`src/rtl/core/rtfs_pkg.sv`:
```
// Shared types and constants for the region table with free-space search.
// Holds the table geometry, the entry layout, status codes and the
// request/response structures of the remainder unit. No dependencies.
package rtfs_pkg;

  // Table geometry.
  localparam int TableDepth = 64;
  localparam int IdxW       = $clog2(TableDepth);
  localparam int CntW       = $clog2(TableDepth + 1);
  localparam int CandW      = CntW + 1;

  // Fixed constants of the address map.
  localparam logic [31:0] BaseMask     = 32'hFFFF_F000;
  localparam logic [31:0] ReservedSpan = 32'h0100_0000;
  localparam logic [31:0] AllOnes      = 32'hFFFF_FFFF;

  // Remainder unit: a 33-bit dividend is taken one bit a cycle.
  localparam int DivSteps = 33;
  localparam int DivCntW  = $clog2(DivSteps + 1);

  // One table entry as held in the memory.
  typedef struct packed {
    logic [31:0] virt;
    logic [31:0] phys;
    logic [31:0] size;
    logic [31:0] mode;
  } entry_t;

  localparam int EntryW = $bits(entry_t);

  // Actions carried by an input transaction.
  typedef enum logic [1:0] {
    ACT_ADD    = 2'd0,
    ACT_REMOVE = 2'd1,
    ACT_FIND   = 2'd2,
    ACT_READ   = 2'd3
  } action_t;

  // Status codes carried by a result transaction.
  typedef enum logic [1:0] {
    ST_OK     = 2'd0,
    ST_FULL   = 2'd1,
    ST_NOFREE = 2'd2,
    ST_NOIDX  = 2'd3
  } status_t;

  // Request to the remainder unit.
  typedef struct packed {
    logic        start;
    logic [32:0] dividend;
    logic [31:0] divisor;
  } div_req_t;

  // Response from the remainder unit.
  typedef struct packed {
    logic        done;
    logic [31:0] rem;
  } div_resp_t;

endpackage

```
`src/rtl/core/rtfs_divider.sv`:
```
// Bit-serial remainder unit: gives dividend modulo divisor for a 33-bit
// dividend and a non-zero 32-bit divisor. Depends on rtfs_pkg.
module rtfs_divider (
  input  logic                 clk,
  input  logic                 rst,
  input  rtfs_pkg::div_req_t   req,
  output rtfs_pkg::div_resp_t  resp
);
  import rtfs_pkg::*;

  logic [31:0]         rem;
  logic [32:0]         shreg;
  logic [31:0]         dvs;
  logic [DivCntW-1:0]  cnt;
  logic                busy;
  logic                done;
  logic [32:0]         trial;

  // Bring in the next dividend bit below the shifted partial remainder.
  assign trial = {rem, shreg[32]};

  // Restoring step, one dividend bit a cycle.
  always_ff @(posedge clk) begin
    if (rst) begin
      busy <= 1'b0;
      done <= 1'b0;
    end else begin
      done <= 1'b0;
      if (req.start) begin
        busy  <= 1'b1;
        rem   <= '0;
        shreg <= req.dividend;
        dvs   <= req.divisor;
        cnt   <= '0;
      end else if (busy) begin
        if (trial >= {1'b0, dvs}) begin
          rem <= 32'(trial - {1'b0, dvs});
        end else begin
          rem <= trial[31:0];
        end
        shreg <= {shreg[31:0], 1'b0};
        cnt   <= cnt + DivCntW'(1);
        if (cnt == DivCntW'(DivSteps - 1)) begin
          busy <= 1'b0;
          done <= 1'b1;
        end
      end
    end
  end

  assign resp.done = done;
  assign resp.rem  = rem;

endmodule

```
`config.mk`:
```
export PLATFORM = sky130hd
export DESIGN_NAME = rtfs_divider
export DESIGN_NICKNAME = d
export VERILOG_FILES = /design/src/rtl/core/rtfs_pkg.sv /design/src/rtl/core/rtfs_divider.sv
export SDC_FILE = /design/constraint.sdc
export NUM_CORES = 1
export LEC_CHECK = 0
export BUFFER_PORTS_ARGS = -buffer_cell sky130_fd_sc_hd__buf_2
export CELL_PAD_IN_SITES_DETAIL_PLACEMENT = 0
export CELL_PAD_IN_SITES_GLOBAL_PLACEMENT = 2
export CORE_MARGIN = 5
export CORE_UTILIZATION = 36
export CTS_CLUSTER_SIZE = 14
export DETAILED_ROUTE_END_ITERATION = 8
export PLACE_DENSITY = 0.81
export SLEW_MARGIN = 20
export SYNTH_ARGS = -nofsm -noshare
export SYNTH_HDL_FRONTEND = slang
export SYNTH_SLANG_ARGS = --single-unit
```
`constraint.sdc`:
```
create_clock -name clk -period 5 [get_ports clk]
set_input_delay 0.25 -clock clk [delete_from_list [all_inputs] [get_ports clk]]
set_output_delay 0.25 -clock clk [all_outputs]
set_load 0.05 [all_outputs]
```
==> metrics, run 1 <==
fin crit share 65.8%; outcome finished, final reports clean; Leakage 2.93 nW; f_max 304 MHz; pin count of the biggest net entering global routing 68; post-synthesis sequential area ratio 50.6%; share of layout cells above drive strength 1 26.1%; first-pass GRT wire length 25.7 mm; Fillers 1,699; Final Slew Violations 0; Synth Warn # 0; Longest Clk Path Bufs 2; drt initial violations 259; die width 141 µm; CP bufs+invs 1; Hold Crit Class input port to register; Worst EP required 5190 ps; GRT Overall Usage 16.3%; Clock Sinks 105; final setup fails 0; syn nets 666; H-tree depth 3; slowest CP cell ha_1; Core ar. 17,100 µm²; Netlist cell types 57; Critical Path End Type register; DP HPWL 11.4 mm; clk_lat worst skew 370 ps; Slew headroom 34.3%; Hold Buf Count CTS 0; IO Pins 101; Routed Wire Length 15.8 mm; Final ANT Viol Nets 0; RD Place Congestion 0.878; wire length per cell 17.9 µm; CP startpoint kind register; Mapped Area 6190 µm²; area grow syn2layout 16.7%; fraction of registers with async set/reset 0%; Power Density 359 nW/µm²; vias per std cell 5.29; peak supply drop 188 µV; Worst Path Arrival 3480 ps; Setup CP Type register to register; final core occ 42.2%; CTS root buffer clkbuf_16; final worst slack 1710 ps; final std cells w/o fill 883; Post-CTS Setup Inserts 0; most used flip-flop cell after synthesis edfxtp_1; number of max-cap violations 0; # port buffers 100; crit-path leading delay family compound AO/OA/AOI/OAI gates; initial antenna violation count 1; Die Ht 141 µm; Cells after DPL 867; pre-CTS setup slack 1680 ps; Syn Area/Cell 11.0 µm²; Min Hold Slack 50.4 ps; vias in the first global route 4,924; synthesized flop and latch total 105; Layout Nets 756; GRT Residual Overflow 0; Fin Setup TNS 0 ps; antenna cells 0; 1st-pass router iterations 4; die footprint 19,900 µm²; Fin. Hold Viols 0; # DRC 0; Num CTS Buffers 9; post-CTS sizing 0; cell count after synthesis 563; worst-margin pin slew 983 ps; cells along the critical path ha_1 -> nand2_1 -> or3_1 -> o211ai_1 -> o21ai_2 -> a41oi_4 -> o21a_1 -> buf_4 -> nor3_1 -> a211oi_1; Max stage delay on crit path 450 ps; worst clock skew 17.2 ps; CTS tree built; clock slew at reported path FFs 90 ps; Max FO, Critical Path 17; RSZ-0062 raised after global routing false; num rows 48; Post-synth EDFFs 103; initial core utilization 36.2%; Min Clock Period, post-route 3290 ps; routed via count 4,672
layout make-up:
type	count	area, µm²	area share, %
Clock inverter	7	91.3	1.26
Multi-Input combinational cell	392	2800	38.8
Sequential cell	105	3130	43.4
Tap cell	225	282	3.90
Clock buffer	9	225	3.12
Inverter	39	146	2.03
Timing Repair Buffer	106	546	7.55
cells in the mapped netlist, types with 13 or more instances:
library cell | instances | area share, %
o21ai_0 | 23 | 1.9
edfxtp_1 | 103 | 50
a21oi_1 | 51 | 4.1
nand3_1 | 30 | 2.4
mux2_2 | 32 | 5.8
nor3_1 | 14 | 1.1
clkbuf_1 | 14 | 0.85
ha_1 | 34 | 6.9
xor2_1 | 17 | 2.4
inv_1 | 39 | 2.4
a21o_1 | 13 | 1.6
nor2_1 | 29 | 1.8
nand2_1 | 30 | 1.8
layout by cell type, fill, tap and decap left out, types with 3 or more instances in the layout:
| cell | count |
|---|---|
| o22ai_1 | 4 |
| o31ai_1 | 3 |
| nor2_1 | 27 |
| nand2_1 | 30 |
| nor2b_1 | 3 |
| o21ai_0 | 23 |
| and3_1 | 12 |
| inv_8 | 3 |
| a21oi_1 | 51 |
| o21a_1 | 5 |
| buf_2 | 100 |
| a211oi_1 | 12 |
| and2_1 | 4 |
| clkbuf_16 | 9 |
| a211o_1 | 5 |
| a21o_1 | 13 |
| nor3_1 | 14 |
| edfxtp_1 | 103 |
| nand2b_1 | 4 |
| o21bai_1 | 4 |
| ha_1 | 34 |
| nand4_1 | 5 |
| clkinv_8 | 3 |
| xnor2_1 | 12 |
| o21ai_1 | 8 |
| o211ai_2 | 3 |
| inv_1 | 39 |
| a21oi_2 | 4 |
| mux2_2 | 32 |
| or3_1 | 3 |
| buf_4 | 6 |
| nand3_1 | 30 |
| xor2_1 | 17 |
final timing paths:
path | end | depth (start not counted) | from | slack, ps
worst min register to register | done | 1 | busy | 510
worst max register to register | rem[22] | 10 | rem[9] | 1710
worst min-delay path | dvs[0] | 1 | req[0] | 50
worst max-delay path | rem[22] | 10 | rem[9] | 1710
kinds of logic (layout without fill, tap and decap cells):
group / Yosys count / after routing / share of synthesized area (%)
AO/OA/AOI/OAI: 155 / 155 / 16.6
XOR/XNOR: 29 / 29 / 4.10
adder cells (fa/ha/maj): 35 / 35 / 7.19
buffers and inverters: 66 / 161 / 4.53
flip-flops: 105 / 105 / 50.6
multiplexers: 32 / 32 / 5.82
AND/OR/NAND/NOR: 141 / 141 / 11.2
stage by stage:
step,power (W),instance area [µm²]
after floorplan,0.00167,6190
after global placement,0.00186,6910
after detailed placement,0.00186,6910
after CTS,0.00262,7230
after global routing,0.00273,7230
final,0.00259,7230
report_power, final:
part,switching [W],leakage [nW],internal (W)
sequential,0.0000371,1.00,0.00106
combinational,0.000469,1.77,0.000273
clock,0.000390,0.154,0.000363
total,0.000897,2.93,0.00170
flip-flops by register name, summed over array words and instances, names as in the netlist:
register  count
dvs          32
busy          1
cnt           6
rem          32
done          1
shreg        33
per-layer routing:
layer  GRT usage [%]  up-vias  share of wire [%]  routed length (µm)
met3            5.43       13                7.0                1100
met5               0        -              0.082                  13
met4            3.77        2                1.0                 161
met1            21.2     2262                 46                7220
li1                -     2289                  -                   -
met2            26.3      106                 46                7300
Power figures use the tool's default switching activity.
==> inputs of run 2 (changes only) <==
clock period = 3.19 ns   (was 5 ns; I/O delays follow)
==> run 2 against run 1 <==
Net effect:
- clock skew shrank 4.3 ps
- global-route usage down 0.15 points
- register-to-register slack worse by 1500 ps
- critical path type unchanged
- utilization grew 2.9 points
- sequential power grew 56%
- total power up 62%
- routed wire length up 0.77%
- largest power group unchanged
- count of clock-buffer cells in the layout stayed put
==> metrics, run 2 (same netlist as run 1, synthesis figures left out) <==
die width 141 µm; worst-margin pin slew 716 ps; commonest non-fill, non-tap cell in the layout edfxtp_1; Power Density 543 nW/µm²; Core ar. 17,100 µm²; worst clock skew 13.0 ps; Longest Clk Path Bufs 2; 1st-pass router iterations 4; GRT Overall Usage 16.1%; die footprint 19,900 µm²; initial antenna violation count 0; initial core utilization 36.2%; fin crit share 94.3%; Min Clock Period, post-route 3010 ps; area grow syn2layout 24.5%; Fillers 1,626; final setup fails 0; CTS tree built; number of max-cap violations 0; max reg flops 33; # DRC 0; sw frac 33.5%; Int Pwr 0.00279 W; # port buffers 100; Clock Sinks 105; routed via count 4,861; combinational share of power 29.6%; Cell Area, Placed 7050 µm²; Critical Path End Type register; Fin. Hold Viols 0; outcome finished, final reports clean; num rows 48; Layout Nets 805; most frequent cells in the layout edfxtp_1 (103), buf_2 (100), a21oi_1 (50); Hold Crit Class input port to register; area occupied by multi-input gates 2820 µm²; Largest regs shreg: 33 flops, dvs: 32 flops, rem: 32 flops; Max FO, Critical Path 3; Sw Pwr 0.00141 W; Worst EP required 3280 ps; pin count of the biggest net entering global routing 72; FF+latch area 3130 µm²; peak supply drop 307 µV; Die Ht 141 µm; share of layout cells above drive strength 1 27.0%; Clk pwr share 29.4%; antenna cells 0; DP HPWL 11.7 mm; Setup CP Type register to register; Routed Wire Length 15.9 mm; H-tree depth 3; Worst Path Arrival 3100 ps; f_max 332 MHz; Final Slew Violations 0; wire length per cell 17.1 µm; worst hold path depth 2; Fin Setup TNS 0 ps; drt initial violations 243; vias per std cell 5.22; Final ANT Viol Nets 0; RSZ-0062 raised after global routing false; Leakage 3.15 nW; CP startpoint kind register; Seq pwr share 41.0%; RD Place Congestion 0.946; Num CTS Buffers 9; CTS root buffer clkbuf_16; R2R cell count 12; vias in the first global route 4,977; GRT Residual Overflow 0; Biggest register shreg; Slew headroom 52.3%; Design Area, Final 7710 µm²; IO Pins 101; first-pass GRT wire length 25.4 mm; clock slew at reported path FFs 80 ps; clk_lat worst skew 370 ps
-- run 2: routing by layer --
layer | vias to the layer above | global-route usage (%) | part of all wire, %
met5 | - | 0 | 0
met4 | 0 | 6.63 | 2.4
met3 | 27 | 4.92 | 6.3
met2 | 149 | 26.1 | 47
met1 | 2303 | 20.1 | 44
li1 | 2382 | - | -
-- run 2: stage by stage --
step                      hold slack, ps  power [W]  cells  setup WS, ps  util [%]
after floorplan                      232    0.00262    563           187         -
after global routing                70.4    0.00441    932          3.13      45.1
after global placement               336    0.00295    884          -115      41.2
final                               73.1    0.00419    932           181      45.1
after detailed placement             338    0.00295    884          -112      41.2
after CTS                           54.6    0.00423    932          8.72      45.0
-- run 2: final timing paths --
check | startpoint | end | slack [ps]
worst min register to register | busy | done | 490
worst max register to register | shreg[32] | rem[16] | 180
worst min-delay path | rst | busy | 70
worst max-delay path | shreg[32] | rem[16] | 180
-- run 2: area by class of cell --
type	count	area share [%]
Timing Repair Buffer	155	13.0
Clock buffer	9	2.92
Clock inverter	7	1.30
Tap cell	225	3.65
Multi-Input combinational cell	392	36.6
Sequential cell	105	40.6
Inverter	39	1.90
-- run 2: critical path, cell delays in order, from the launching register on --
cell      delay (ps)
edfxtp_1         390
inv_1             70
ha_1             150
inv_1             50
fa_1             410
a21oi_2          200
o21ai_1          110
a2111o_1         450
and2_1           210
a21o_1           220
a21oi_1          200
xor2_1           170
a211oi_1          90
-- run 2: power by group through the flow --
stage | clock (W) | sequential [W] | combinational (W)
finish | 0.00123 | 0.00172 | 0.00124
global placement | 0 | 0.00175 | 0.00120
floorplan | 0 | 0.00189 | 0.000730
detailed placement | 0 | 0.00175 | 0.00120
CTS | 0.00127 | 0.00172 | 0.00124
global route | 0.00133 | 0.00173 | 0.00136
-- run 2: repair_timing --
| item | in CTS | in global routing |
|---|---|---|
| pin swaps | 0 | 1 |
| setup buffers | 0 | 0 |
| hold endpoints to repair | 32 | 0 |
| endpoints found under the setup margin | 2 | 9 |
| hold buffers | 32 | 0 |
| resized for setup | 1 | 4 |
==> inputs of run 3 (changes only) <==
CORE_ASPECT_RATIO = 0.6   (was default)
CTS_BUF_LIST = sky130_fd_sc_hd__clkbuf_8   (was default)
==> run 3 against run 2 <==
Net effect:
- register-to-register slack improved by 40 ps
- utilization fell by 0.34 points
- non-clock buffer count fell by 3
- clock skew rose by 12 ps
- clock power fell by 27%
- sequential share of layout area rose by 0.61 points
- via count rose by 0.68%
- fmax rose by 1.2%
- largest power group unchanged
==> metrics, run 3 (same netlist as run 1, synthesis figures left out) <==
outcome finished, final reports clean; Final Slew Violations 0; Critical Path End Type register; Worst EP required 3440 ps; num rows 37; combinational share of power 32.5%; wire length per cell 18.0 µm; antenna cells 0; Min Clock Period, post-route 2970 ps; Leakage 3.08 nW; Die Ht 112 µm; RD Place Congestion 0.848; CTS root buffer clkbuf_8; CP startpoint kind register; Final ANT Viol Nets 0; most frequent cells in the layout edfxtp_1 (103), buf_2 (100), a21oi_1 (50); Int Pwr 0.00246 W; Longest Clk Path Bufs 2; fin crit share 93.2%; worst clock skew 25.2 ps; Layout Nets 802; IO Pins 101; first-pass GRT wire length 26.9 mm; Fin Setup TNS 0 ps; Core ar. 17,000 µm²; clock slew at reported path FFs 130 ps; CTS tree built; # port buffers 100; pin count of the biggest net entering global routing 72; # DRC 0; pre-CTS setup slack -15.7 ps; Biggest register shreg; commonest non-fill, non-tap cell in the layout edfxtp_1; DP HPWL 12.2 mm; number of max-cap violations 0; Max FO, Critical Path 13; vias in the first global route 4,935; vias per std cell 5.22; share of layout cells above drive strength 1 27.1%; Hold Crit Class input port to register; H-tree depth 3; 1st-pass router iterations 5; routed via count 4,894; clk_lat worst skew 410 ps; Largest regs shreg: 33 flops, dvs: 32 flops, rem: 32 flops; initial antenna violation count 0; f_max 336 MHz; Clock Sinks 105; Num CTS Buffers 9; Fin. Hold Viols 0; GRT Residual Overflow 0; final setup fails 0; die width 179 µm; drt initial violations 346; Seq pwr share 44.5%; Clk pwr share 23.1%; RSZ-0062 raised after global routing false; Routed Wire Length 16.9 mm; initial core utilization 36.5%; Sw Pwr 0.00141 W; worst-margin pin slew 494 ps; max reg flops 33; Setup CP Type register to register; Slew headroom 67.0%; Worst Path Arrival 3220 ps; sw frac 36.3%; final worst slack 217 ps; peak supply drop 217 µV; Power Density 509 nW/µm²; GRT Overall Usage 17.0%; die footprint 20,000 µm²; area grow syn2layout 22.7%
==> run 3: area by class of cell <==
| cell class | count | area, µm² |
|---|---|---|
| clock buffer | 9 | 124 |
| clock inverter | 7 | 88.8 |
| fill | 1663 | 9390 |
| inverter | 39 | 146 |
| multi-input combinational | 392 | 2830 |
| sequential | 105 | 3130 |
| tap | 234 | 293 |
| timing repair buffer | 152 | 983 |
==> run 3: path summary, 6_finish.rpt <==
check / endpoint / startpoint / slack, ps / cells after the start
worst max-delay path: rem[27] / rem[16] / 220 / 10
worst min-delay path: shreg[0] / req[32] / 20 / 2
worst max register to register: rem[27] / rem[16] / 220 / 10
worst min register to register: done / busy / 530 / 1
==> run 3: repair_timing <==
action	4_1_cts	5_1_grt
endpoints found under the hold margin	32	0
setup buffers	0	2
hold buffers	32	0
pin swaps	0	1
endpoints found under the setup margin	1	6
resized for setup	1	6
==> run 3: through the flow <==
step                total power (W)  std cells  area, µm²  hold slack (ps)  utilization (%)
CTS                         0.00388        936       7560             2.64             44.5
detailed placement          0.00295        888       7020              338             41.3
floorplan                   0.00262        563       6200              232                -
global route                0.00409        938       7600             5.50             44.7
global placement            0.00295        888       7020              336             41.3
finish                      0.00387        938       7600             20.0             44.7
==> run 3: power groups by stage <==
stage                     clock (W)  combinational [W]  sequential, W
after floorplan                   0           0.000730        0.00189
after global placement            0            0.00120        0.00175
after detailed placement          0            0.00120        0.00175
after CTS                  0.000923            0.00124        0.00172
after global routing       0.000975            0.00138        0.00173
final                      0.000893            0.00126        0.00172
==> run 3: metal layers <==
layer	up-vias	track usage [%]	part of all wire, %
li1	2378	-	-
met1	2363	27.4	54
met2	145	22.7	38
met3	8	4.78	7.2
met4	0	2.59	0.62
met5	-	0	0
==> run 3: worst max-delay path, cell delays in order, from the launching register on <==
cell	delay, ps
edfxtp_1	500
ha_2	430
and3_1	240
nand4_1	180
o21a_1	240
or2_4	270
a41oi_4	190
o21ai_2	100
buf_4	210
a211o_1	310
a21oi_1	150
