File: src/rtl/core/rtfs_pkg.sv
// Shared types and constants for the region table with free-space search.
// Holds the table geometry, the entry layout, status codes and the
// request/response structures of the remainder unit. No dependencies.
package rtfs_pkg;

  // Table geometry.
  localparam int TableDepth = 64;
  localparam int IdxW       = $clog2(TableDepth);
  localparam int CntW       = $clog2(TableDepth + 1);
  localparam int CandW      = CntW + 1;

  // Fixed constants of the address map.
  localparam logic [31:0] BaseMask     = 32'hFFFF_F000;
  localparam logic [31:0] ReservedSpan = 32'h0100_0000;
  localparam logic [31:0] AllOnes      = 32'hFFFF_FFFF;

  // Remainder unit: a 33-bit dividend is taken one bit a cycle.
  localparam int DivSteps = 33;
  localparam int DivCntW  = $clog2(DivSteps + 1);

  // One table entry as held in the memory.
  typedef struct packed {
    logic [31:0] virt;
    logic [31:0] phys;
    logic [31:0] size;
    logic [31:0] mode;
  } entry_t;

  localparam int EntryW = $bits(entry_t);

  // Actions carried by an input transaction.
  typedef enum logic [1:0] {
    ACT_ADD    = 2'd0,
    ACT_REMOVE = 2'd1,
    ACT_FIND   = 2'd2,
    ACT_READ   = 2'd3
  } action_t;

  // Status codes carried by a result transaction.
  typedef enum logic [1:0] {
    ST_OK     = 2'd0,
    ST_FULL   = 2'd1,
    ST_NOFREE = 2'd2,
    ST_NOIDX  = 2'd3
  } status_t;

  // Request to the remainder unit.
  typedef struct packed {
    logic        start;
    logic [32:0] dividend;
    logic [31:0] divisor;
  } div_req_t;

  // Response from the remainder unit.
  typedef struct packed {
    logic        done;
    logic [31:0] rem;
  } div_resp_t;

endpackage

File: src/rtl/core/rtfs_ctrl.sv
// Sequencer of the region table: takes transactions, walks the table memory
// for remove and find, writes it on add, reads it on read; holds the result
// register. Uses rtfs_pkg; drives rtfs_ram and rtfs_divider from the top level.
module rtfs_ctrl (
  input  logic                     clk,
  input  logic                     rst,
  input  logic                     cfg_we,
  input  logic [31:0]              cfg_data,
  input  logic                     in_valid,
  output logic                     in_stall,
  input  logic [1:0]               action,
  input  logic [31:0]              virt_addr,
  input  logic [31:0]              phys_addr,
  input  logic [31:0]              region_size,
  input  logic [31:0]              mode_bits,
  input  logic [31:0]              range_start,
  input  logic [31:0]              range_end,
  input  logic [31:0]              request_align,
  input  logic [5:0]               entry_index,
  output logic                     out_valid,
  input  logic                     out_stall,
  output logic [1:0]               status,
  output logic [31:0]              found_addr,
  output logic [31:0]              read_virt,
  output logic [31:0]              read_phys,
  output logic [31:0]              read_size,
  output logic [31:0]              read_mode,
  output logic [6:0]               entry_count,
  output logic [6:0]               removed_count,
  output logic                     ram_we,
  output logic [rtfs_pkg::IdxW-1:0] ram_waddr,
  output rtfs_pkg::entry_t         ram_wdata,
  output logic [rtfs_pkg::IdxW-1:0] ram_raddr,
  input  rtfs_pkg::entry_t         ram_rdata,
  output rtfs_pkg::div_req_t       div_req,
  input  rtfs_pkg::div_resp_t      div_resp
);
  import rtfs_pkg::*;

  typedef enum logic [3:0] {
    S_IDLE,
    S_RM_RD,
    S_RM_CHK,
    S_F_CAND,
    S_F_CRD,
    S_F_CDAT,
    S_F_DIV,
    S_F_SRD,
    S_F_SCHK,
    S_RD_DAT,
    S_DONE
  } state_t;

  state_t          state;
  logic [31:0]     pt_base;
  logic [CntW-1:0] count;
  logic [CntW-1:0] ptr;
  logic [CntW-1:0] wptr;
  logic [CandW-1:0] cand;
  logic [CntW-1:0] removed;
  logic            got;
  logic [31:0]     best;
  logic [31:0]     cur_a;
  logic [32:0]     cur_e;
  logic [31:0]     req_size;
  logic [31:0]     step;
  logic [31:0]     rng_lo;
  logic [31:0]     rng_hi;
  status_t         res_status;
  logic [31:0]     res_found;
  entry_t          res_entry;

  logic [32:0]     base_w;
  logic [32:0]     span_end;
  logic [31:0]     limit;
  logic [33:0]     aligned;
  logic            hit_reserved;
  logic            hit_entry;
  logic            accept;

  // Two half-open intervals overlap when both are non-empty and each starts
  // below the end of the other; ends are taken in 34 bits.
  function automatic logic overlap(input logic [31:0] a, input logic [31:0] as,
                                   input logic [32:0] b, input logic [31:0] bs);
    logic [33:0] a_end;
    logic [33:0] b_end;
    a_end = {2'b00, a} + {2'b00, as};
    b_end = {1'b0, b} + {2'b00, bs};
    overlap = (as != '0) && (bs != '0) && ({1'b0, b} < a_end) &&
              (b_end > {2'b00, a});
  endfunction

  assign accept   = in_valid && !in_stall;
  assign in_stall = (state != S_IDLE);

  // Reserved span and candidate limit.
  assign base_w   = {1'b0, pt_base & BaseMask};
  assign span_end = base_w + {1'b0, ReservedSpan};
  assign limit    = AllOnes - step;

  // Candidate rounded up to the alignment from the remainder.
  assign aligned = (div_resp.rem == '0) ? {1'b0, cur_e} :
                   34'({1'b0, cur_e} + {2'b00, step} - {2'b00, div_resp.rem});

  assign hit_reserved = overlap(cur_a, req_size, base_w, ReservedSpan);
  assign hit_entry    = overlap(cur_a, req_size, {1'b0, ram_rdata.phys}, ram_rdata.size);

  // Memory read address: the requested entry at accept, the walk pointer after.
  assign ram_raddr = (state == S_IDLE) ? entry_index[IdxW-1:0] : ptr[IdxW-1:0];

  // Memory write: append on add, compaction on remove.
  always_comb begin
    ram_we    = 1'b0;
    ram_waddr = count[IdxW-1:0];
    ram_wdata = '{virt: virt_addr, phys: phys_addr, size: region_size, mode: mode_bits};
    if (accept && action == ACT_ADD && count < CntW'(TableDepth)) begin
      ram_we = 1'b1;
    end else if (state == S_RM_CHK) begin
      ram_waddr = wptr[IdxW-1:0];
      ram_wdata = ram_rdata;
      ram_we    = !(ram_rdata.virt >= rng_lo && ram_rdata.virt < rng_hi);
    end
  end

  // Remainder unit request, raised for one cycle per candidate.
  always_comb begin
    div_req.start    = 1'b0;
    div_req.dividend = '0;
    div_req.divisor  = step;
    if (state == S_F_CAND && cand < ({1'b0, count} + CandW'(2))) begin
      div_req.start = (cand < CandW'(2));
      div_req.dividend = (cand == '0) ? 33'd0 : span_end;
    end else if (state == S_F_CDAT) begin
      div_req.start    = 1'b1;
      div_req.dividend = {1'b0, ram_rdata.phys} + {1'b0, ram_rdata.size};
    end
  end

  // Configuration register.
  always_ff @(posedge clk) begin
    if (rst) begin
      pt_base <= '0;
    end else if (cfg_we) begin
      pt_base <= cfg_data;
    end
  end

  // Main sequencer and result register.
  always_ff @(posedge clk) begin
    if (rst) begin
      state     <= S_IDLE;
      count     <= '0;
      out_valid <= 1'b0;
    end else begin
      // A taken result leaves the register unless a new one is loaded now.
      if (out_valid && !out_stall && state != S_DONE) begin
        out_valid <= 1'b0;
      end
      case (state)
        S_IDLE: begin
          if (accept) begin
            req_size   <= region_size;
            step       <= (request_align == '0) ? 32'd1 : request_align;
            rng_lo     <= range_start;
            rng_hi     <= range_end;
            res_status <= ST_OK;
            res_found  <= '0;
            res_entry  <= '0;
            removed    <= '0;
            ptr        <= '0;
            wptr       <= '0;
            cand       <= '0;
            got        <= 1'b0;
            case (action)
              ACT_ADD: begin
                if (count < CntW'(TableDepth)) begin
                  count <= count + CntW'(1);
                end else begin
                  res_status <= ST_FULL;
                end
                state <= S_DONE;
              end
              ACT_REMOVE: begin
                state <= (count == '0) ? S_DONE : S_RM_RD;
              end
              ACT_FIND: begin
                state <= S_F_CAND;
              end
              default: begin
                if ({1'b0, entry_index} < count) begin
                  state <= S_RD_DAT;
                end else begin
                  res_status <= ST_NOIDX;
                  state      <= S_DONE;
                end
              end
            endcase
          end
        end
        S_RD_DAT: begin
          res_entry <= ram_rdata;
          state     <= S_DONE;
        end
        S_RM_RD: begin
          state <= S_RM_CHK;
        end
        S_RM_CHK: begin
          if (ram_we) begin
            wptr <= wptr + CntW'(1);
          end else begin
            removed <= removed + CntW'(1);
          end
          if (ptr + CntW'(1) == count) begin
            count <= ram_we ? wptr + CntW'(1) : wptr;
            state <= S_DONE;
          end else begin
            ptr   <= ptr + CntW'(1);
            state <= S_RM_RD;
          end
        end
        S_F_CAND: begin
          if (cand == {1'b0, count} + CandW'(2)) begin
            res_status <= got ? ST_OK : ST_NOFREE;
            res_found  <= got ? best : 32'd0;
            state      <= S_DONE;
          end else if (cand < CandW'(2)) begin
            cur_e <= div_req.dividend;
            state <= S_F_DIV;
          end else begin
            ptr   <= CntW'(cand - CandW'(2));
            state <= S_F_CRD;
          end
        end
        S_F_CRD: begin
          state <= S_F_CDAT;
        end
        S_F_CDAT: begin
          cur_e <= div_req.dividend;
          state <= S_F_DIV;
        end
        S_F_DIV: begin
          if (div_resp.done) begin
            if (aligned >= {2'b00, limit} || (got && aligned >= {2'b00, best})) begin
              cand  <= cand + CandW'(1);
              state <= S_F_CAND;
            end else begin
              cur_a <= aligned[31:0];
              ptr   <= '0;
              state <= S_F_SRD;
            end
          end
        end
        S_F_SRD: begin
          // The reserved span is tested here, while each entry is read.
          if (hit_reserved) begin
            cand  <= cand + CandW'(1);
            state <= S_F_CAND;
          end else if (count == '0) begin
            got   <= 1'b1;
            best  <= cur_a;
            cand  <= cand + CandW'(1);
            state <= S_F_CAND;
          end else begin
            state <= S_F_SCHK;
          end
        end
        S_F_SCHK: begin
          if (hit_entry) begin
            cand  <= cand + CandW'(1);
            state <= S_F_CAND;
          end else if (ptr + CntW'(1) == count) begin
            got   <= 1'b1;
            best  <= cur_a;
            cand  <= cand + CandW'(1);
            state <= S_F_CAND;
          end else begin
            ptr   <= ptr + CntW'(1);
            state <= S_F_SRD;
          end
        end
        S_DONE: begin
          if (!out_valid || !out_stall) begin
            out_valid     <= 1'b1;
            status        <= res_status;
            found_addr    <= res_found;
            read_virt     <= res_entry.virt;
            read_phys     <= res_entry.phys;
            read_size     <= res_entry.size;
            read_mode     <= res_entry.mode;
            entry_count   <= count;
            removed_count <= removed;
            state         <= S_IDLE;
          end
        end
        default: begin
          state <= S_IDLE;
        end
      endcase
    end
  end

endmodule

File: config.mk
export PLATFORM = sky130hd
export DESIGN_NAME = rtfs_ctrl
export DESIGN_NICKNAME = d
export VERILOG_FILES = /design/src/rtl/core/rtfs_pkg.sv /design/src/rtl/core/rtfs_ctrl.sv
export SDC_FILE = /design/constraint.sdc
export NUM_CORES = 1
export LEC_CHECK = 0
export ABC_AREA = 0
export BUFFER_PORTS_ARGS = -buffer_cell sky130_fd_sc_hd__buf_2
export CELL_PAD_IN_SITES_DETAIL_PLACEMENT = 1
export CELL_PAD_IN_SITES_GLOBAL_PLACEMENT = 1
export CORE_AREA = 2 2 318 320
export CTS_BUF_LIST = sky130_fd_sc_hd__clkbuf_8 sky130_fd_sc_hd__clkbuf_16
export CTS_CLUSTER_DIAMETER = 150
export DETAILED_ROUTE_END_ITERATION = 12
export DIE_AREA = 0 0 320 322
export GPL_ROUTABILITY_DRIVEN = 0
export GPL_TIMING_DRIVEN = 0
export PLACE_DENSITY_LB_ADDON = 0.1
export REMOVE_ABC_BUFFERS = 1
export SLEW_MARGIN = 25
export SYNTH_ARGS = -nofsm -noshare
export SYNTH_HDL_FRONTEND = slang
export SYNTH_SLANG_ARGS = --single-unit
File: constraint.sdc
create_clock -name clk -period 45.6 [get_ports clk]
set_input_delay 6.84 -clock clk [delete_from_list [all_inputs] [get_ports clk]]
set_output_delay 6.84 -clock clk [all_outputs]
set_load 0.005 [all_outputs]
==> results of run 1 <==
[cell usage after synthesis, types with 12 or more instances]
master,n,area [sq um]
nor2_1,154,578
o211ai_1,21,158
a211oi_1,25,188
o21a_1,12,90.1
a22o_1,19,166
xnor2_1,70,613
a31oi_1,12,75.1
a21oi_1,181,906
a21o_1,71,533
inv_1,301,1130
and3_1,54,338
ha_1,352,4400
o21bai_1,19,143
mux2i_1,24,240
nor4_1,49,307
nand3_1,65,325
nand4_1,68,425
nor3_1,32,160
fa_1,34,681
nand2b_1,21,131
o21ai_0,136,681
clkbuf_1,114,428
dfxtp_1,32,641
nand2_1,528,1980
nor2b_1,20,125
xor2_1,59,517
and2_1,140,876
edfxtp_1,593,17800
[power by group]
group / total [uW] / switching, uW / internal, uW
combinational: 748 / 458 / 290
sequential: 789 / 51.9 / 737
clock: 649 / 249 / 400
[worst min-delay path by stage]
stage	cells past startpoint	endpoint	slack, ns
6_report	0	read_virt[11]$_DFFE_PP_	0.40
5_1_grt	0	read_virt[19]$_DFFE_PP_	0.42
4_1_cts	0	read_virt[7]$_DFFE_PP_	0.42
3_5_place_dp	0	read_mode[18]$_DFFE_PP_	0.41
3_3_place_gp	0	read_mode[28]$_DFFE_PP_	0.40
2_1_floorplan	0	found_addr[0]$_DFFE_PP_	0.40
[metrics by stage]
| step | util [%] | hold WS, ns | setup WS (ns) | cell area [sq um] | power, uW |
|---|---|---|---|---|---|
| floorplan | - | 0.400 | 24.92 | 35500 | 1240 |
| global placement | 41.3 | 0.400 | 15.84 | 41100 | 1560 |
| detailed placement | 42.5 | 0.405 | 28.07 | 42300 | 1550 |
| CTS | 45.2 | 0.418 | 28.05 | 45000 | 2210 |
| global route | 45.2 | 0.421 | 27.93 | 45000 | 2320 |
| finish | 45.2 | 0.402 | 28.07 | 45000 | 2190 |
[per-layer routing]
metal  global-route usage [%]  wire length, microns  part of all wire [%]
met1                     30.7                 54800                    41
met2                     44.9                 67300                    50
met3                     5.38                  6990                   5.2
met4                     8.30                  4070                   3.0
met5                        0                   205                  0.15
[registers in the layout (all words and copies together) (netlist names), 4 cells and up]
register / count
removed_count: 7
wptr: 7
rng_hi: 32
res_found: 32
req_size: 32
read_phys: 32
res_entry: 128
rng_lo: 32
pt_base: 20
step: 32
read_virt: 32
read_mode: 32
best: 32
state: 4
cur_e: 33
cand: 8
found_addr: 32
cur_a: 32
count: 7
entry_count: 7
ptr: 7
read_size: 32
removed: 7
[cell type report]
cell class / instances / area [sq um] / area share, %
Clock buffer: 76 / 1900 / 4.22
Clock inverter: 60 / 742 / 1.65
Tap cell: 1298 / 1620 / 3.61
Multi-Input combinational cell: 2308 / 16000 / 35.6
Inverter: 303 / 1140 / 2.53
Timing Repair Buffer: 885 / 5100 / 11.3
Antenna cell: 14 / 35.0 / 0.0778
Sequential cell: 625 / 18400 / 41.0
[kinds of logic (layout without fill, tap and decap cells)]
group	Yosys count	after routing
AOI/OAI and AO/OA	594	594
and+or+nand+nor	1173	1173
DFF	625	625
buffers and inverters	424	1324
other	0	14
adders and majority gates	386	386
muxes	26	26
xor gates and xnor gates	129	129
==> results.txt, run 1 <==
The first detailed-routing pass took 5 iterations. The flow ran to the end, and the final reports show no timing, DRC or antenna violations. After the first detailed-routing iteration, the DRC count stood at approximately 1900.

The count of nets left with antenna violations after detail routing is 0. Entering global routing, the biggest net connects between 60 and 70 pins. For the final routed database, the setup TNS stands at 0 ns. The min-delay analysis places its worst path in the category reg2reg. STA classifies the critical path startpoint as an input pin. The starting density of the core is between 30% and 40%.

After synthesis the netlist holds a flip-flop and latch count of ~630. The number of CTS-inserted buffers came out at 75. The compound-gate portion of the synthesized area is between 10% and 20%. The critical register-to-register path startpoint is step[1]$_SDFFCE_PN0P_. The number of buffer cells added on primary ports came out at 802. The critical path ends at div_req[62]. Detailed placement ended at an HPWL of about 110000 microns. In the finished design, the share of the clock period the worst path needs comes to between 30% and 40%. In this design, the stage delay of the slowest critical-path cell is about 0.56 ns. Of the total synthesized cell area, the portion taken by XOR and XNOR cells is between 3 and 4%. The largest individual stage delay along the critical path comes from the cell a311oi_2. The H-tree level count is 3. Derived from the worst setup path, the maximum achievable clock frequency is between 50 and 60 MHz. The combined area of all synthesized cells is roughly 0.036 sq mm. The DRC violation count after routing is 0. The maximum number of buffers from clock root to sink came out at 3. Among the stages of the critical path, the cell type that occurs most often is buf_2. Across the VDD grid, the largest voltage drop is between 0.00002 and 0.000025 V. The post-detailed-routing wire length is roughly 130000 microns. Walking the worst path, the cells encountered are buf_2 > ha_1 > fa_1 > a211oi_2 > o21ai_1 > a311oi_2 > o211ai_2 > a41o_1 > a21oi_1 > o21ai_0 > xor2_1 > a22o_1 > buf_2. The die covers 0.103 sq mm. The wire length of the first global-routing pass is ~190000 microns. The largest delay contributor family on the critical path is compound AO/OA/AOI/OAI gates. The number of synthesized flops with an enable pin came out at 593. The via count came out at between 20000 and 30000. Setup repair after global routing left no endpoint under its margin. The power per cell area came out at between 40 and 50 mW/mm^2. The number of sinks driven by the clock tree is roughly 630.

During synthesis, Yosys emitted a total of 0 warnings. In the layout the commonest cells are 807 x buf_2, 593 x edfxtp_1, 527 x nand2_1, 352 x ha_1, 314 x inv_1. The proportion of synthesized area in mux cells is less than 1%. For this design the static power due to leakage is approximately 0.020 uW.

The max-cap check violation count came out at 0. The total I/O pin count came out at roughly 820. The number of nets at the end of the flow came out at 5014.

The largest fanout on the critical path came out at 4. The critical path startpoint is ram_rdata[32]. The main combinational cell family by area after synthesis is simple AND/OR/NAND/NOR gates. Counting buffers and inverters, the worst setup path is 13 cells deep. The post-layout minimum cycle time came out at around 18 ns. The library cell used most frequently in the layout, excluding fill and tap cells, is buf_2. The hold-fix buffer count after cts is 0.

The most used flip-flop cell after synthesis is edfxtp_1. The initial antenna violation count came out at 31. The sequential cell area fraction in the yosys report came out at 51.3%.

TritonCTS built the clock tree. The cell total after placement came out at around 5400. The critical path is of the in2out type.

The width of the chip is around 320 microns. The final routed wire length divided by cell count came out at approximately 24 microns. The number of gates given a new drive strength after cts is 0. The number of hold violations in the final report came out at 0.

In this run the critical register-to-register path is captured at cur_a[3]$_DFFE_PP_. The clock transition time at the flip-flop clock pins of the worst setup and hold paths is roughly 0.06 ns. The height of the die is 322 microns. The cell count after synthesis came out at between 3000 and 4000. The register-to-register setup slack is approximately 38 ns. The critical path data arrival time came out at between 10 and 15 ns. STA classifies the critical path endpoint as an output pin. The CTS root buffer is clkbuf_16. The number of distinct library cells after synthesis came out at 85. The startpoint identified for the worst hold timing path is res_entry[107]$_SDFFCE_PN0P_. After the flow finishes, the layout carries non-filler instances totaling roughly 5600.

The share of cells above drive strength 1 came out at about a quarter. The number of cells on the worst reg-to-reg path is 26. The final setup violation count came out at 0. The number of setup buffers added after CTS is 0. The insertion delay of the later-clocked pin in the worst-skew pair is between 0.6 and 0.7 ns. The sum of buffers and inverters on the critical path came out at 2. For the pin with the worst max-slew slack, the measured transition is 1.07 ns. The synthesized netlist devotes between 10% and 20% of its cell area to simple gates. The total routing resource utilization after global routing came out at 25.4%.

Summing the areas of all fa, ha and maj instances in the mapped netlist gives 14.1% of the synthesized area. The number of global-route vias before repair is between 20000 and 30000. The core region is 0.0996 sq mm. The relative max-transition margin came out at between 20 and 30%. After floorplanning, the core was divided into 116 placement rows. The vias per cell is 5.16. The required time at the worst-slack endpoint is just under 40 ns. The sum of overflow across all layers after global routing came out at 0. The clock arrives with roughly 0.034 ns of skew.

The mean instance size in the synthesized netlist is ~11 sq um. The filler cell count came out at between 10000 and 15000. The final number of max-transition violations came out at 0. Counting flops with an async set or reset pin after synthesis yields a share of 0%. The layout overhead on the synthesized area came out at 25.2%.
No activity file was read; power rests on OpenSTA's default activity.
==> run 2: changes to the inputs <==
Settings changed: CORE_AREA 2 2 318 320 to 2 2 320 322, DIE_AREA 0 0 320 322 to 0 0 322 324.
Clock period 45.6 ns to 16.3 ns, I/O delays scaled along.
==> run 2 against run 1 <==
Net effect: clock skew decreased by 0.0067 ns; register-to-register slack worse by 29 ns; sequential cell count is the same; critical path depth rose by 12; wire length is 0.13% higher; die area is 1.3% higher; critical endpoint is now cur_a[2]$_DFFE_PP_; highest routed layer unchanged.
==> results.txt, run 2 (same netlist as run 1, synthesis figures left out) <==
The flow ran to the end, and the final reports show no timing, DRC or antenna violations. The number of buffer cells added on primary ports is 802. The design draws roughly 6000 uW. For this run, the slowest stage of the critical path takes between 0.6 and 0.7 ns. The worst register-to-register path ends at cur_a[2]$_DFFE_PP_. Setup repair after global routing left no endpoint under its margin.

The startpoint of the tightest hold check path is res_found[28]$_SDFFCE_PN0P_. The worst-case setup slack after placement is roughly 6.7 ns. Global routing used 25.0% of the available tracks across all layers.

The detailed router finished its first iteration with approximately 1800 violations. More flip-flops sit in one register than any other, and that register is res_entry. The number of nets at the end of the flow is ~5000. The total I/O pin count came out at around 800. The initial antenna violation count came out at 20. The part of the power in combinational logic is between 30% and 40%.

The worst register-to-register path begins at step[1]$_SDFFCE_PN0P_. The CTS root buffer is clkbuf_16. The final clock period utilization by the worst path came out at 54.4%. In the final layout, the registers with the most flip-flops are res_entry x128, cur_e x33. The starting density of the core is a little over a third. The register with the most flip-flops in the layout has approximately 130 of them. The worst pin sits at a relative slew slack of 41.7%. In the post-route analysis, the smallest setup slack over all paths is 7.43 ns. After detailed routing, the average wire length per cell comes to between 20 and 25 microns. The clock transition time at the flip-flop clock pins of the worst setup and hold paths came out at 0.06 ns.

The clock power share is between 20 and 30%. The via count is about 29000. The TritonCTS clock tree is done. The tightest min-delay check is of the reg2reg type. The H-tree level count is 3. The height of the die came out at about 320 microns. Counting along the longest clock path gives a buffer depth of 3.

The max-cap check violation count came out at 0. The sum of overflow across all layers after global routing came out at 0. The width of the chip came out at 322 microns. The share of cells above drive strength 1 is between 20% and 30%. The part of the total power dissipated in sequential elements is 36.8%. On the critical path, the stage with the largest delay is an instance of o21ai_0. The library cell appearing most often on the critical path is buf_2. The worst setup path is captured at a flip-flop. The maximum achievable frequency is approximately 110 MHz. The count of nets left with antenna violations after detail routing came out at 0. The pin count of the biggest net entering global routing came out at 63. Detailed placement ended at an HPWL of about 110000 microns. The leading cell type in the layout, fill and taps excluded is buf_2. After detailed placement, the total cell area comes to roughly 0.042 sq mm. The critical path start-end classification is in2reg. The switching power summed over all nets came out at 2130 uW. The number of hold violations in the final report is 0. The power per cell area is roughly 130 mW/mm^2. The layout overhead on the synthesized area is 24.6%.

For the final routed database, the setup TNS stands at 0 ns. The number of standard-cell rows in the floorplan came out at approximately 120. The final setup violation count is 0. The largest voltage drop on the vdd net came out at approximately 0.00012 V. After clock tree synthesis, the flow added hold-fix buffers numbering 0. The wire length of the first global-routing pass came out at 192000 microns. The core region area came out at 0.101 sq mm. Wires add up to approximately 130000 microns. The critical path data arrival time came out at 9.21 ns. Clock skew on the completed layout was measured at 0.0271 ns.

The share of total power consumed by net switching is 35.6%. The register-to-register setup slack came out at around 8.8 ns. The insertion delay of the later-clocked pin in the worst-skew pair is 0.66 ns.

The number of sinks driven by the clock tree came out at about 630. For this design the static power due to leakage is 0.0201 uW. The worst slack on hold paths is roughly 0.4 ns. STA classifies the critical path startpoint as an input pin. The internal power of the cells totals around 3900 uW.

The post-route standard cell area excluding fillers is ~0.045 sq mm. The endpoint of the worst hold path is found_addr[28]$_DFFE_PP_. The number of cells on the worst reg-to-reg path is 25. The number of gates given a new drive strength after cts is 0. The vias per cell is between 5 and 6. The cell count of the worst hold path came out at 0.

Data on the critical path is required at its endpoint by roughly 17 ns. The detailed-router iteration count before antenna repair is 5. The critical path startpoint is div_resp[1]. The number of CTS-inserted buffers came out at just under 80. For the pin with the worst max-slew slack, the measured transition is 0.872 ns. The number of global-route vias before repair is 29355.

The final number of max-transition violations is 0. The buffer count from post-CTS setup fixing came out at 0. After detailed routing, the number of remaining DRC violations is 0. Of all nets on the critical path, the largest fanout is 7. The die covers ~0.10 sq mm. The post-layout minimum cycle time is about 8.9 ns.

In the layout the commonest cells are 807 x buf_2, 593 x edfxtp_1, 527 x nand2_1, 352 x ha_1, 316 x inv_1.
==> run 2: cell types whose count changed in the layout (fill, tap and decap cells not counted), moves of 3 or more <==
cell	delta
bufinv_16	-12
diode_2	-9
clkbuf_16	+6
buf_4	-5
clkinvlp_4	+5
inv_6	-4
clkbuf_8	+3
==> run 2: cell type report <==
| cell class | count | area [sq um] |
|---|---|---|
| inverters | 303 | 1140 |
| clock buffers | 85 | 2090 |
| diodes | 5 | 12.5 |
| well taps | 1309 | 1640 |
| fillers | 11320 | 56200 |
| multi-input cells | 2308 | 16100 |
| flip-flops and latches | 625 | 18400 |
| repair buffers | 879 | 5030 |
| clock inverters | 53 | 399 |
==> run 2: per-stage QoR <==
stage               util [%]  cells
floorplan                  -   3236
global placement        40.7   5347
detailed placement      41.9   5424
CTS                     44.4   5562
global route            44.4   5563
finish                  44.4   5567
==> run 2: power by group through the flow <==
stage	registers (uW)	clock network [uW]	logic, uW
final	2210	1710	2090
after global routing	2230	1800	2340
after CTS	2210	1750	2110
after detailed placement	2240	0	2090
after global placement	2320	0	2030
after floorplan	2220	0	1250
==> run 2: how the worst max path moves through the flow <==
stage / depth (start not counted) / end
final: 25 / cur_a[2]$_DFFE_PP_
after global routing: 23 / cand[1]$_SDFFCE_PN0P_
after CTS: 25 / cur_a[0]$_DFFE_PP_
after detailed placement: 26 / cur_a[0]$_DFFE_PP_
after global placement: 2 / found_addr[17]$_DFFE_PP_
after floorplan: 2 / entry_count[0]$_DFFE_PP_
==> run 2: critical path, delay by kind of cell <==
family | cells | cell delay [ns]
buffers and inverters | 6 | 1.09
and+or+nand+nor | 6 | 1.20
adders and majority gates | 3 | 1.44
xor gates and xnor gates | 1 | 0.09
AOI/OAI and AO/OA | 9 | 2.91
==> run 2: metal layers <==
metal / routed length (microns) / global-route usage (%) / vias to the layer above
met4: 3180 / 6.26 / 18
met2: 67800 / 44.7 / 681
met3: 6210 / 4.38 / 160
met1: 56200 / 31.1 / 14160
li1: - / - / 13720
met5: 106 / 0 / -
